**config.mk**
```make
export PLATFORM = sky130hd
export DESIGN_NAME = label_vote_overlap_top
export DESIGN_NICKNAME = d
export VERILOG_FILES = /design/src/lvo_pkg.sv /design/src/lvo_front.sv /design/src/lvo_queue.sv /design/src/lvo_back.sv /design/src/label_vote_overlap_top.sv
export VERILOG_INCLUDE_DIRS = /design/src /design/src/src
export SDC_FILE = /design/constraint.sdc
export NUM_CORES = 2
export LEC_CHECK = 0
export BUFFER_PORTS_ARGS = -buffer_cell sky130_fd_sc_hd__buf_2
export CAP_MARGIN = 20
export CORE_ASPECT_RATIO = 1.25
export CORE_MARGIN = 1
export CORE_UTILIZATION = 53
export CTS_BUF_LIST = sky130_fd_sc_hd__clkbuf_4 sky130_fd_sc_hd__clkbuf_8 sky130_fd_sc_hd__clkbuf_16
export DETAILED_ROUTE_END_ITERATION = 8
export PLACE_DENSITY_LB_ADDON = 0.12
export SLEW_MARGIN = 10
export SYNTH_ARGS = -nofsm -noshare
export SYNTH_HDL_FRONTEND = slang
export SYNTH_SLANG_ARGS = --single-unit
```
**constraint.sdc**
```tcl
create_clock -name i_clk -period 40.8 [get_ports i_clk]
set_input_delay 2.04 -clock i_clk [delete_from_list [all_inputs] [get_ports i_clk]]
set_output_delay 2.04 -clock i_clk [all_outputs]
set_load 0.01 [all_outputs]
```
**src/label_vote_overlap_top_defines.svh**
```systemverilog
// Assertion macros shared by the label vote overlap block.
`ifndef LABEL_VOTE_OVERLAP_TOP_DEFINES_SVH
`define LABEL_VOTE_OVERLAP_TOP_DEFINES_SVH

// Check a condition in the same cycle as its trigger.
`define LVO_ASSERT_SAME(name, clk, rst_n, ante, cons, msg) \
    name: assert property (@(posedge clk) disable iff (!rst_n) (ante) |-> (cons)) \
        else $error(msg);

// Check a condition in the cycle after its trigger.
`define LVO_ASSERT_NEXT(name, clk, rst_n, ante, cons, msg) \
    name: assert property (@(posedge clk) disable iff (!rst_n) (ante) |=> (cons)) \
        else $error(msg);

`endif

```
**src/lvo_pkg.sv**
```systemverilog
package lvo_pkg;

    localparam logic [6:0]  COUNT_MAX         = 7'd127;
    localparam logic [10:0] AGREE_MAX         = 11'd2047;
    localparam logic [11:0] UNION_MAX         = 12'd4095;
    localparam logic [16:0] FRAC_ONE          = 17'd65536;
    localparam int          FRAC_BITS         = 16;
    localparam logic [6:0]  RATER_COUNT_RESET = 7'd2;
    localparam logic [6:0]  MAX_RATERS        = 7'd64;

    // One finished vertex, handed from the front to the back
    typedef struct packed {
        logic [7:0]  majority_label;
        logic [10:0] agree_pairs;
        logic [11:0] union_pairs;
        logic        count_mismatch;
    } t_vtx_result;

    typedef enum logic [1:0] {
        BK_IDLE,
        BK_DIV,
        BK_OUT
    } t_back_state;

endpackage

```
**src/lvo_front.sv**
```systemverilog
module lvo_front #(
    parameter int LABEL_COUNT = 256
) (
    input  logic                i_clk,
    input  logic                i_rst_n,
    input  logic                i_valid,
    output logic                o_stall,
    input  logic [7:0]          i_label,
    input  logic                i_last,
    input  logic                i_cfg_we,
    input  logic [6:0]          i_cfg_data,
    output logic                o_push,
    output lvo_pkg::t_vtx_result o_push_data,
    input  logic                i_q_full
);
    import lvo_pkg::*;

    localparam int HIST_DEPTH = (LABEL_COUNT < 256) ? LABEL_COUNT : 256;
    localparam int HIST_AW    = $clog2(HIST_DEPTH);

    logic [6:0]            r_rater_count;
    logic [6:0]            r_hist [HIST_DEPTH];
    logic [HIST_DEPTH-1:0] r_hist_vld;
    logic [6:0]            r_hist_rd;

    logic                  r_b_vld;
    logic [7:0]            r_label;
    logic                  r_last;
    logic [6:0]            r_seen;
    logic [6:0]            r_best_cnt;
    logic [7:0]            r_best_lab;
    logic [10:0]           r_agree;
    logic [11:0]           r_union;

    logic                  r_wr_vld;
    logic [HIST_AW-1:0]    r_wr_addr;
    logic [6:0]            r_wr_val;

    logic                  b_stall;
    logic                  accept;
    logic                  b_fire;
    logic [HIST_AW-1:0]    idx;
    logic [HIST_AW-1:0]    rd_addr;
    logic                  in_range;
    logic [6:0]            h;
    logic [6:0]            h_new;
    logic                  upd;
    logic                  hist_we;
    logic [6:0]            n_seen;
    logic [11:0]           agree_sum;
    logic [12:0]           union_sum;
    logic [10:0]           n_agree;
    logic [11:0]           n_union;
    logic [6:0]            n_best_cnt;
    logic [7:0]            n_best_lab;

    // Hold the stage while a finished vertex cannot enter the queue
    assign b_stall = r_b_vld && r_last && i_q_full;
    assign accept  = i_valid && !b_stall;
    assign b_fire  = r_b_vld && !b_stall;
    assign o_stall = b_stall;

    assign idx      = r_label[HIST_AW-1:0];
    assign rd_addr  = accept ? i_label[HIST_AW-1:0] : idx;
    assign in_range = (32'(r_label) < 32'(HIST_DEPTH));

    // Count for this label, with the write of the previous cycle forwarded
    always_comb begin
        h = '0;
        if (in_range && r_hist_vld[idx]) begin
            if (r_wr_vld && (r_wr_addr == idx)) begin
                h = r_wr_val;
            end else begin
                h = r_hist_rd;
            end
        end
    end

    assign upd     = in_range && (h != COUNT_MAX);
    assign h_new   = h + 7'd1;
    assign hist_we = b_fire && upd && !r_last;
    assign n_seen  = (r_seen == COUNT_MAX) ? r_seen : r_seen + 7'd1;

    // Update pair counts and the running majority
    always_comb begin
        agree_sum  = {1'b0, r_agree} + {5'd0, h};
        union_sum  = {1'b0, r_union} + {6'd0, r_rater_count - 7'd1 - h};
        n_agree    = r_agree;
        n_union    = r_union;
        n_best_cnt = r_best_cnt;
        n_best_lab = r_best_lab;
        if (upd) begin
            n_agree = agree_sum[11] ? AGREE_MAX : agree_sum[10:0];
            if (h < r_rater_count) begin
                n_union = union_sum[12] ? UNION_MAX : union_sum[11:0];
            end
            if (h_new > r_best_cnt) begin
                n_best_cnt = h_new;
                n_best_lab = r_label;
            end
        end
    end

    assign o_push                     = b_fire && r_last;
    assign o_push_data.majority_label = n_best_lab;
    assign o_push_data.agree_pairs    = n_agree;
    assign o_push_data.union_pairs    = n_union;
    assign o_push_data.count_mismatch = (n_seen != r_rater_count);

    // Write the histogram and read the entry for the next item
    always_ff @(posedge i_clk) begin
        if (hist_we) begin
            r_hist[idx] <= h_new;
        end
        r_hist_rd <= r_hist[rd_addr];
        r_wr_addr <= idx;
        r_wr_val  <= h_new;
        r_label   <= accept ? i_label : r_label;
        r_last    <= accept ? i_last : r_last;
    end

    // Advance the stage, clear per-vertex state at each vertex end
    always_ff @(posedge i_clk) begin
        if (!i_rst_n) begin
            r_rater_count <= RATER_COUNT_RESET;
            r_b_vld       <= 1'b0;
            r_wr_vld      <= 1'b0;
            r_hist_vld    <= '0;
            r_seen        <= '0;
            r_best_cnt    <= '0;
            r_best_lab    <= '0;
            r_agree       <= '0;
            r_union       <= '0;
        end else begin
            if (i_cfg_we) begin
                r_rater_count <= (i_cfg_data > MAX_RATERS) ? MAX_RATERS : i_cfg_data;
            end
            r_b_vld  <= accept || b_stall;
            r_wr_vld <= hist_we;
            if (b_fire) begin
                if (r_last) begin
                    r_hist_vld <= '0;
                    r_seen     <= '0;
                    r_best_cnt <= '0;
                    r_best_lab <= '0;
                    r_agree    <= '0;
                    r_union    <= '0;
                end else begin
                    if (hist_we) begin
                        r_hist_vld[idx] <= 1'b1;
                    end
                    r_seen     <= n_seen;
                    r_best_cnt <= n_best_cnt;
                    r_best_lab <= n_best_lab;
                    r_agree    <= n_agree;
                    r_union    <= n_union;
                end
            end
        end
    end

endmodule

```
**src/lvo_queue.sv**
```systemverilog
module lvo_queue (
    input  logic                 i_clk,
    input  logic                 i_rst_n,
    input  logic                 i_push,
    input  lvo_pkg::t_vtx_result i_push_data,
    output logic                 o_full,
    input  logic                 i_pop,
    output lvo_pkg::t_vtx_result o_pop_data,
    output logic                 o_empty
);
    import lvo_pkg::*;

    t_vtx_result r_slot [2];
    logic        r_wr_ptr;
    logic        r_rd_ptr;
    logic [1:0]  r_count;

    assign o_full     = (r_count == 2'd2);
    assign o_empty    = (r_count == 2'd0);
    assign o_pop_data = r_slot[r_rd_ptr];

    // Store a pushed vertex
    always_ff @(posedge i_clk) begin
        if (i_push) begin
            r_slot[r_wr_ptr] <= i_push_data;
        end
    end

    // Advance pointers and occupancy
    always_ff @(posedge i_clk) begin
        if (!i_rst_n) begin
            r_wr_ptr <= 1'b0;
            r_rd_ptr <= 1'b0;
            r_count  <= '0;
        end else begin
            if (i_push) begin
                r_wr_ptr <= !r_wr_ptr;
            end
            if (i_pop) begin
                r_rd_ptr <= !r_rd_ptr;
            end
            case ({i_push, i_pop})
                2'b10:   r_count <= r_count + 2'd1;
                2'b01:   r_count <= r_count - 2'd1;
                default: r_count <= r_count;
            endcase
        end
    end

endmodule

```
**src/lvo_back.sv**
```systemverilog
module lvo_back (
    input  logic                 i_clk,
    input  logic                 i_rst_n,
    input  logic                 i_q_empty,
    input  lvo_pkg::t_vtx_result i_q_data,
    output logic                 o_pop,
    output logic                 o_valid,
    input  logic                 i_stall,
    output logic [7:0]           o_majority_label,
    output logic [10:0]          o_vertex_agree_pairs,
    output logic [11:0]          o_vertex_union_pairs,
    output logic [16:0]          o_overlap_frac,
    output logic [47:0]          o_total_agree_pairs,
    output logic [47:0]          o_total_union_pairs,
    output logic                 o_count_mismatch
);
    import lvo_pkg::*;

    t_back_state r_state;
    t_back_state n_state;

    t_vtx_result r_cur;
    logic [11:0] r_rem;
    logic [15:0] r_quo;
    logic [3:0]  r_cnt;
    logic [16:0] r_frac;

    logic        r_o_vld;
    t_vtx_result r_o_res;
    logic [16:0] r_o_frac;
    logic [47:0] r_tot_agree;
    logic [47:0] r_tot_union;

    logic        out_free;
    logic        load_out;
    logic [12:0] rem2;
    logic        q_bit;
    logic [11:0] n_rem;
    logic [15:0] n_quo;
    logic [48:0] agree_tot_sum;
    logic [48:0] union_tot_sum;

    assign out_free = !r_o_vld || !i_stall;

    // One restoring division step: remainder stays below the divisor
    assign rem2  = {r_rem, 1'b0};
    assign q_bit = (rem2 >= {1'b0, r_cur.union_pairs});
    assign n_rem = q_bit ? 12'(rem2 - {1'b0, r_cur.union_pairs}) : rem2[11:0];
    assign n_quo = {r_quo[14:0], q_bit};

    assign agree_tot_sum = {1'b0, r_tot_agree} + 49'(r_cur.agree_pairs);
    assign union_tot_sum = {1'b0, r_tot_union} + 49'(r_cur.union_pairs);

    // Sequence pop, divide and output
    always_comb begin
        n_state  = r_state;
        o_pop    = 1'b0;
        load_out = 1'b0;
        unique case (r_state)
            BK_IDLE: begin
                if (!i_q_empty) begin
                    o_pop = 1'b1;
                    if ((i_q_data.union_pairs == '0) ||
                        ({1'b0, i_q_data.agree_pairs} >= i_q_data.union_pairs)) begin
                        n_state = BK_OUT;
                    end else begin
                        n_state = BK_DIV;
                    end
                end
            end
            BK_DIV: begin
                if (r_cnt == 4'(FRAC_BITS - 1)) begin
                    n_state = BK_OUT;
                end
            end
            BK_OUT: begin
                if (out_free) begin
                    load_out = 1'b1;
                    n_state  = BK_IDLE;
                end
            end
            default: n_state = BK_IDLE;
        endcase
    end

    always_ff @(posedge i_clk) begin
        if (!i_rst_n) begin
            r_state <= BK_IDLE;
        end else begin
            r_state <= n_state;
        end
    end

    // Load the vertex and run the quotient
    always_ff @(posedge i_clk) begin
        if (o_pop) begin
            r_cur <= i_q_data;
            r_rem <= {1'b0, i_q_data.agree_pairs};
            r_quo <= '0;
            r_cnt <= '0;
            if (i_q_data.union_pairs == '0) begin
                r_frac <= '0;
            end else begin
                r_frac <= FRAC_ONE;
            end
        end else if (r_state == BK_DIV) begin
            r_rem  <= n_rem;
            r_quo  <= n_quo;
            r_cnt  <= r_cnt + 4'd1;
            r_frac <= {1'b0, n_quo};
        end
        if (load_out) begin
            r_o_res  <= r_cur;
            r_o_frac <= r_frac;
        end
    end

    // Hold the result until taken, fold totals on load
    always_ff @(posedge i_clk) begin
        if (!i_rst_n) begin
            r_o_vld     <= 1'b0;
            r_tot_agree <= '0;
            r_tot_union <= '0;
        end else begin
            if (load_out) begin
                r_o_vld     <= 1'b1;
                r_tot_agree <= agree_tot_sum[48] ? '1 : agree_tot_sum[47:0];
                r_tot_union <= union_tot_sum[48] ? '1 : union_tot_sum[47:0];
            end else if (!i_stall) begin
                r_o_vld <= 1'b0;
            end
        end
    end

    assign o_valid              = r_o_vld;
    assign o_majority_label     = r_o_res.majority_label;
    assign o_vertex_agree_pairs = r_o_res.agree_pairs;
    assign o_vertex_union_pairs = r_o_res.union_pairs;
    assign o_overlap_frac       = r_o_frac;
    assign o_total_agree_pairs  = r_tot_agree;
    assign o_total_union_pairs  = r_tot_union;
    assign o_count_mismatch     = r_o_res.count_mismatch;

endmodule

```
**src/label_vote_overlap_top.sv**
```systemverilog
// Throughput: one label per cycle through the histogram stage while o_stall is low;
//   the back part takes no new vertex until the last is loaded out, and its single
//   16-step quotient unit is skipped if the union is zero or agree reaches it.
// Path: front stage register, queue, back part divider, then output register.
// Reset: synchronous, active low; clears histogram valid bits, per-vertex counts,
//   totals, the queue and the output valid flag at once, and sets rater_count to 2.
`include "label_vote_overlap_top_defines.svh"

module label_vote_overlap_top #(
    parameter int LABEL_COUNT = 256
) (
    input  logic        i_clk,
    input  logic        i_rst_n,
    input  logic        i_valid,
    output logic        o_stall,
    input  logic [7:0]  i_label,
    input  logic        i_last,
    input  logic        i_cfg_we,
    input  logic [6:0]  i_cfg_data,
    output logic        o_valid,
    input  logic        i_stall,
    output logic [7:0]  o_majority_label,
    output logic [10:0] o_vertex_agree_pairs,
    output logic [11:0] o_vertex_union_pairs,
    output logic [16:0] o_overlap_frac,
    output logic [47:0] o_total_agree_pairs,
    output logic [47:0] o_total_union_pairs,
    output logic        o_count_mismatch
);
    import lvo_pkg::*;

    logic        q_push;
    logic        q_full;
    logic        q_pop;
    logic        q_empty;
    t_vtx_result q_push_data;
    t_vtx_result q_pop_data;

    // Count labels per vertex
    lvo_front #(
        .LABEL_COUNT(LABEL_COUNT)
    ) u_front (
        .i_clk       (i_clk),
        .i_rst_n     (i_rst_n),
        .i_valid     (i_valid),
        .o_stall     (o_stall),
        .i_label     (i_label),
        .i_last      (i_last),
        .i_cfg_we    (i_cfg_we),
        .i_cfg_data  (i_cfg_data),
        .o_push      (q_push),
        .o_push_data (q_push_data),
        .i_q_full    (q_full)
    );

    // Buffer finished vertices
    lvo_queue u_queue (
        .i_clk       (i_clk),
        .i_rst_n     (i_rst_n),
        .i_push      (q_push),
        .i_push_data (q_push_data),
        .o_full      (q_full),
        .i_pop       (q_pop),
        .o_pop_data  (q_pop_data),
        .o_empty     (q_empty)
    );

    // Divide, total and deliver
    lvo_back u_back (
        .i_clk                (i_clk),
        .i_rst_n              (i_rst_n),
        .i_q_empty            (q_empty),
        .i_q_data             (q_pop_data),
        .o_pop                (q_pop),
        .o_valid              (o_valid),
        .i_stall              (i_stall),
        .o_majority_label     (o_majority_label),
        .o_vertex_agree_pairs (o_vertex_agree_pairs),
        .o_vertex_union_pairs (o_vertex_union_pairs),
        .o_overlap_frac       (o_overlap_frac),
        .o_total_agree_pairs  (o_total_agree_pairs),
        .o_total_union_pairs  (o_total_union_pairs),
        .o_count_mismatch     (o_count_mismatch)
    );

    `LVO_ASSERT_SAME(a_no_push_when_full, i_clk, i_rst_n, q_push, !q_full, "push into full queue")
    `LVO_ASSERT_SAME(a_no_pop_when_empty, i_clk, i_rst_n, q_pop, !q_empty, "pop from empty queue")
    `LVO_ASSERT_SAME(a_frac_zero_union, i_clk, i_rst_n, o_valid && (o_vertex_union_pairs == '0), o_overlap_frac == '0, "nonzero fraction with empty union")
    `LVO_ASSERT_NEXT(a_frac_bound, i_clk, i_rst_n, q_pop, !o_valid || (o_overlap_frac <= FRAC_ONE), "fraction above one")

endmodule
```
==> results.md <==
* Worst R2R Start: u_front.idx[0]$_DFF_P_
* TritonCTS clock tree: built
* Clock transition at path regs at 0.06 ns
* Synth-to-layout area growth at 11.2%
* Die Wd at 388 um
* Hold depth at 0
* Max-slew violations at 0
* GRT Util Overall at 29.8%
* Most frequent cell after synthesis: edfxtp_1
* FF+latch count, synth at 2,430
* Synth async-reset ratio at 0%
* Mapped Cells at 7,608
* Startpoint class of the critical path: register
* IO buf count at 167
* Clk sink count at 2,430
* Max H-tree Level at 4
* LEAKAGE at 38.9 nW
* 1st-iter DRT viols at 6,246
* FILL cells at 14.5k
* Postcts setup bufs at 0
* Routability congestion estimate from global placement at 0.921
* Avg Cell Area, Syn at 13.0 um2
* Final count of negative-setup-slack endpoints at 0
* Area of the mapped netlist at 98,800 um2
* Hold Crit Class: register to register
* Pin count of the biggest net entering global routing at 159
* Final hold viol count at 0
* DR pass1 iterations at 6
* Sw Pwr at 1.78 mW
* Initial antenna violation count at 9
* Crit path kind: register to register
* Nets at 7,839
* Clock Latency Late Sink at 0.91 ns
* F_max at 124 MHz
* Worst IR Drop VDD at 0.0401 mV
* Worst R2R Setup Slack at 32.74 ns
* CTS Buf Count at 227
* Power per cell area at 56.6 nW/um2
* PostCTS Resize Cnt at 0
* Commonest cells post-synth: edfxtp_1 (1,966), nand2_1 (1,245), nor2_1 (563)
* Total Wirelength at 284 mm
* Cts-stage hold buffer count at 0
* DRT antenna net count at 0
* IO Pins at 168
* DIE HEIGHT at 485 um
* Status: finished clean
* Finished Cell Area at 110,000 um2
* Post-synth EDFFs at 1,966
* Hold Path End: u_back.o_count_mismatch$_DFFE_PP_
* Syn nets at 7,718
* Total gr overflow at 0
* Headroom to the max-slew limit at 11.8%
* Worst reg2reg path endpoint: u_front.r_union[9]$_SDFFE_PN0P_
* Ys flop type: edfxtp_1
* Hpwl dp at 181 mm
* Worst slew pin tran at 1.32 ns
* # rows at 176
* Share of synthesized area occupied by flip-flops and latches at 69.1%
* CP Data Arrival Time at 8.84 ns
* Core Area at 185,000 um2
* Per-cell routed wire length at 27.5 um
* Yosys top cell by area: edfxtp_1
* CP Capture Type: register
* DR vias at 64.0k
* RSZ-0062 raised after global routing: no
* DRC at 0
* YS warnings at 0
* Crit path max fanout at 93
* Number of global-route vias before repair at 61.7k
* CP required at 41.58 ns
* Die Area at 188,000 um2
* R2R cell count at 25
* Max-cap violations at 0
* Layout cell share with drive strength beyond 1 at 11.3%
* Cells after DPL at 9,893
* Vias per std cell at 6.19
* Proportion of netlist area held by the largest area contributor at 59.7%
* Clk pwr share at 34.1%
* Setup TNS Final at 0 ns
* Pint at 4.44 mW
* Period utilization at 19.8%
* Post-DP Area at 102,000 um2
* Worst clock skew at 0.0451 ns
* Global-route wire length before repair at 415 mm
* Synth unique cells at 85
* Max clock buf depth at 3
* Sw frac at 28.6%
* Largest cells by area after synthesis: edfxtp_1 (60%), dfxtp_1 (9.4%), mux2i_1 (4.8%), nand2_1 (4.7%), nand3_1 (2.7%)
* Root buffer cell: clkbuf_16
* Initial Utilization at 53.5%
* HP Start: u_back.r_cur[0]$_DFFE_PP_
* Flop pwr share at 48.6%
* Clock period minus worst slack at 8.06 ns
* Cell Count, Final, Fillers Out at 10.3k
* Comb pwr share at 17.3%
per-stage QoR:
step	utilization, %	setup slack [ns]	hold slack (ns)	power [mW]
final	59.5	32.74	0.400	6.22
after global routing	59.5	32.41	0.420	6.42
after CTS	59.5	32.91	0.413	6.24
after detailed placement	55.4	32.22	0.405	4.14
after global placement	55.2	32.33	0.403	4.11
after floorplan	-	24.64	0.326	3.77
how the worst max path moves through the flow:
| stage | startpoint | end | cells past startpoint |
|---|---|---|---|
| 2_1_floorplan | u_front.idx[0]$_DFF_P_ | u_queue.r_slot[0][27]$_DFFE_PP_ | 20 |
| 3_3_place_gp | i_valid | u_front.r_hist_rd[0]$_DFF_P_ | 16 |
| 3_5_place_dp | i_valid | u_front.r_hist_rd[0]$_DFF_P_ | 16 |
| 4_1_cts | u_front.idx[0]$_DFF_P_ | u_front.r_union[9]$_SDFFE_PN0P_ | 25 |
| 5_1_grt | u_front.idx[0]$_DFF_P_ | u_front.r_union[9]$_SDFFE_PN0P_ | 27 |
| 6_report | u_front.idx[0]$_DFF_P_ | u_front.r_union[9]$_SDFFE_PN0P_ | 25 |
layout by cell type, fill, tap and decap left out, types with 52 or more instances in the layout:
master	Yosys	final
clkinv_1	2	55
xnor2_1	72	72
buf_4	27	152
and3_1	52	52
o21a_1	129	129
clkbuf_4	0	55
a31oi_1	188	186
nor2_1	563	553
buf_2	144	167
nor3_1	125	121
inv_1	94	92
dfxtp_1	464	459
o221ai_1	175	175
o21ai_0	178	177
nand2_1	1245	1241
ha_1	83	82
edfxtp_1	1966	1966
a21oi_1	197	197
clkbuf_16	0	228
nand3_1	526	526
mux2i_1	477	475
power groups by stage:
stage | clock network [mW] | logic, mW | registers (mW)
floorplan | 0 | 0.678 | 3.09
global placement | 0 | 1.04 | 3.07
detailed placement | 0 | 1.07 | 3.07
CTS | 2.14 | 1.07 | 3.02
global route | 2.24 | 1.16 | 3.03
finish | 2.12 | 1.08 | 3.02
state kept, by name (all words and copies together) (netlist names), 11 cells and up, named ones only:
signal	cells
u_back.o_total_union_pairs	48
u_back.o_total_agree_pairs	48
u_back.r_frac	17
u_back.r_cur	32
u_front.r_hist	1792
u_queue.r_slot	64
u_back.o_vertex_union_pairs	12
u_back.r_rem	12
u_front.r_union	12
u_back.o_overlap_frac	17
u_back.r_quo	15
u_front.r_hist_vld	256
u_front.r_agree	11
u_back.o_vertex_agree_pairs	11
worst max-delay path: stages (launching register included):
cell and delay, ns:
dfxtp_4 0.63, buf_4 0.82, nor2b_1 0.80, a22oi_1 0.20, a41oi_1 0.26, o21ai_0 0.15, o21ai_0 0.51, a21oi_1 0.17
buf_4 0.23, nor2b_1 0.26, inv_8 0.46, ha_1 0.28, inv_1 0.07, fa_1 0.50, inv_1 0.06, fa_1 0.43
a21o_1 0.18, a21oi_1 0.23, o21bai_1 0.10, a21o_1 0.21, a21oi_1 0.24, nand2b_1 0.24, or2_2 0.29, and3_1 0.19
a2bb2oi_1 0.09, a22o_1 0.21
kinds of logic after synthesis:
family / share of synthesized area, %
simple gates: 11.8
flops: 69.1
compound gates: 7.78
mux: 6.51
buf+inv: 2.45
xor+xnor: 1.09
fa+ha+maj: 1.17
layer usage:
| layer | vias up | track usage, % | wire (um) | share of wire (%) |
|---|---|---|---|---|
| li1 | 28492 | - | - | - |
| met1 | 32079 | 37.2 | 108000 | 38 |
| met2 | 2797 | 50.0 | 139000 | 49 |
| met3 | 614 | 4.68 | 20000 | 7.0 |
| met4 | 6 | 16.2 | 16400 | 5.8 |
| met5 | - | 0 | 49 | 0.017 |
final cells by class:
| class | count | area [um2] | share of cell area [%] |
|---|---|---|---|
| Multi-Input combinational cell | 4625 | 28300 | 25.7 |
| Sequential cell | 2430 | 68300 | 62.2 |
| Clock buffer | 297 | 6310 | 5.74 |
| Tap cell | 2403 | 3010 | 2.74 |
| Clock inverter | 131 | 1210 | 1.10 |
| Antenna cell | 2 | 5.00 | 0.00456 |
| Timing Repair Buffer | 343 | 2320 | 2.12 |
| Inverter | 102 | 409 | 0.372 |
Power figures use the tool's default switching activity.
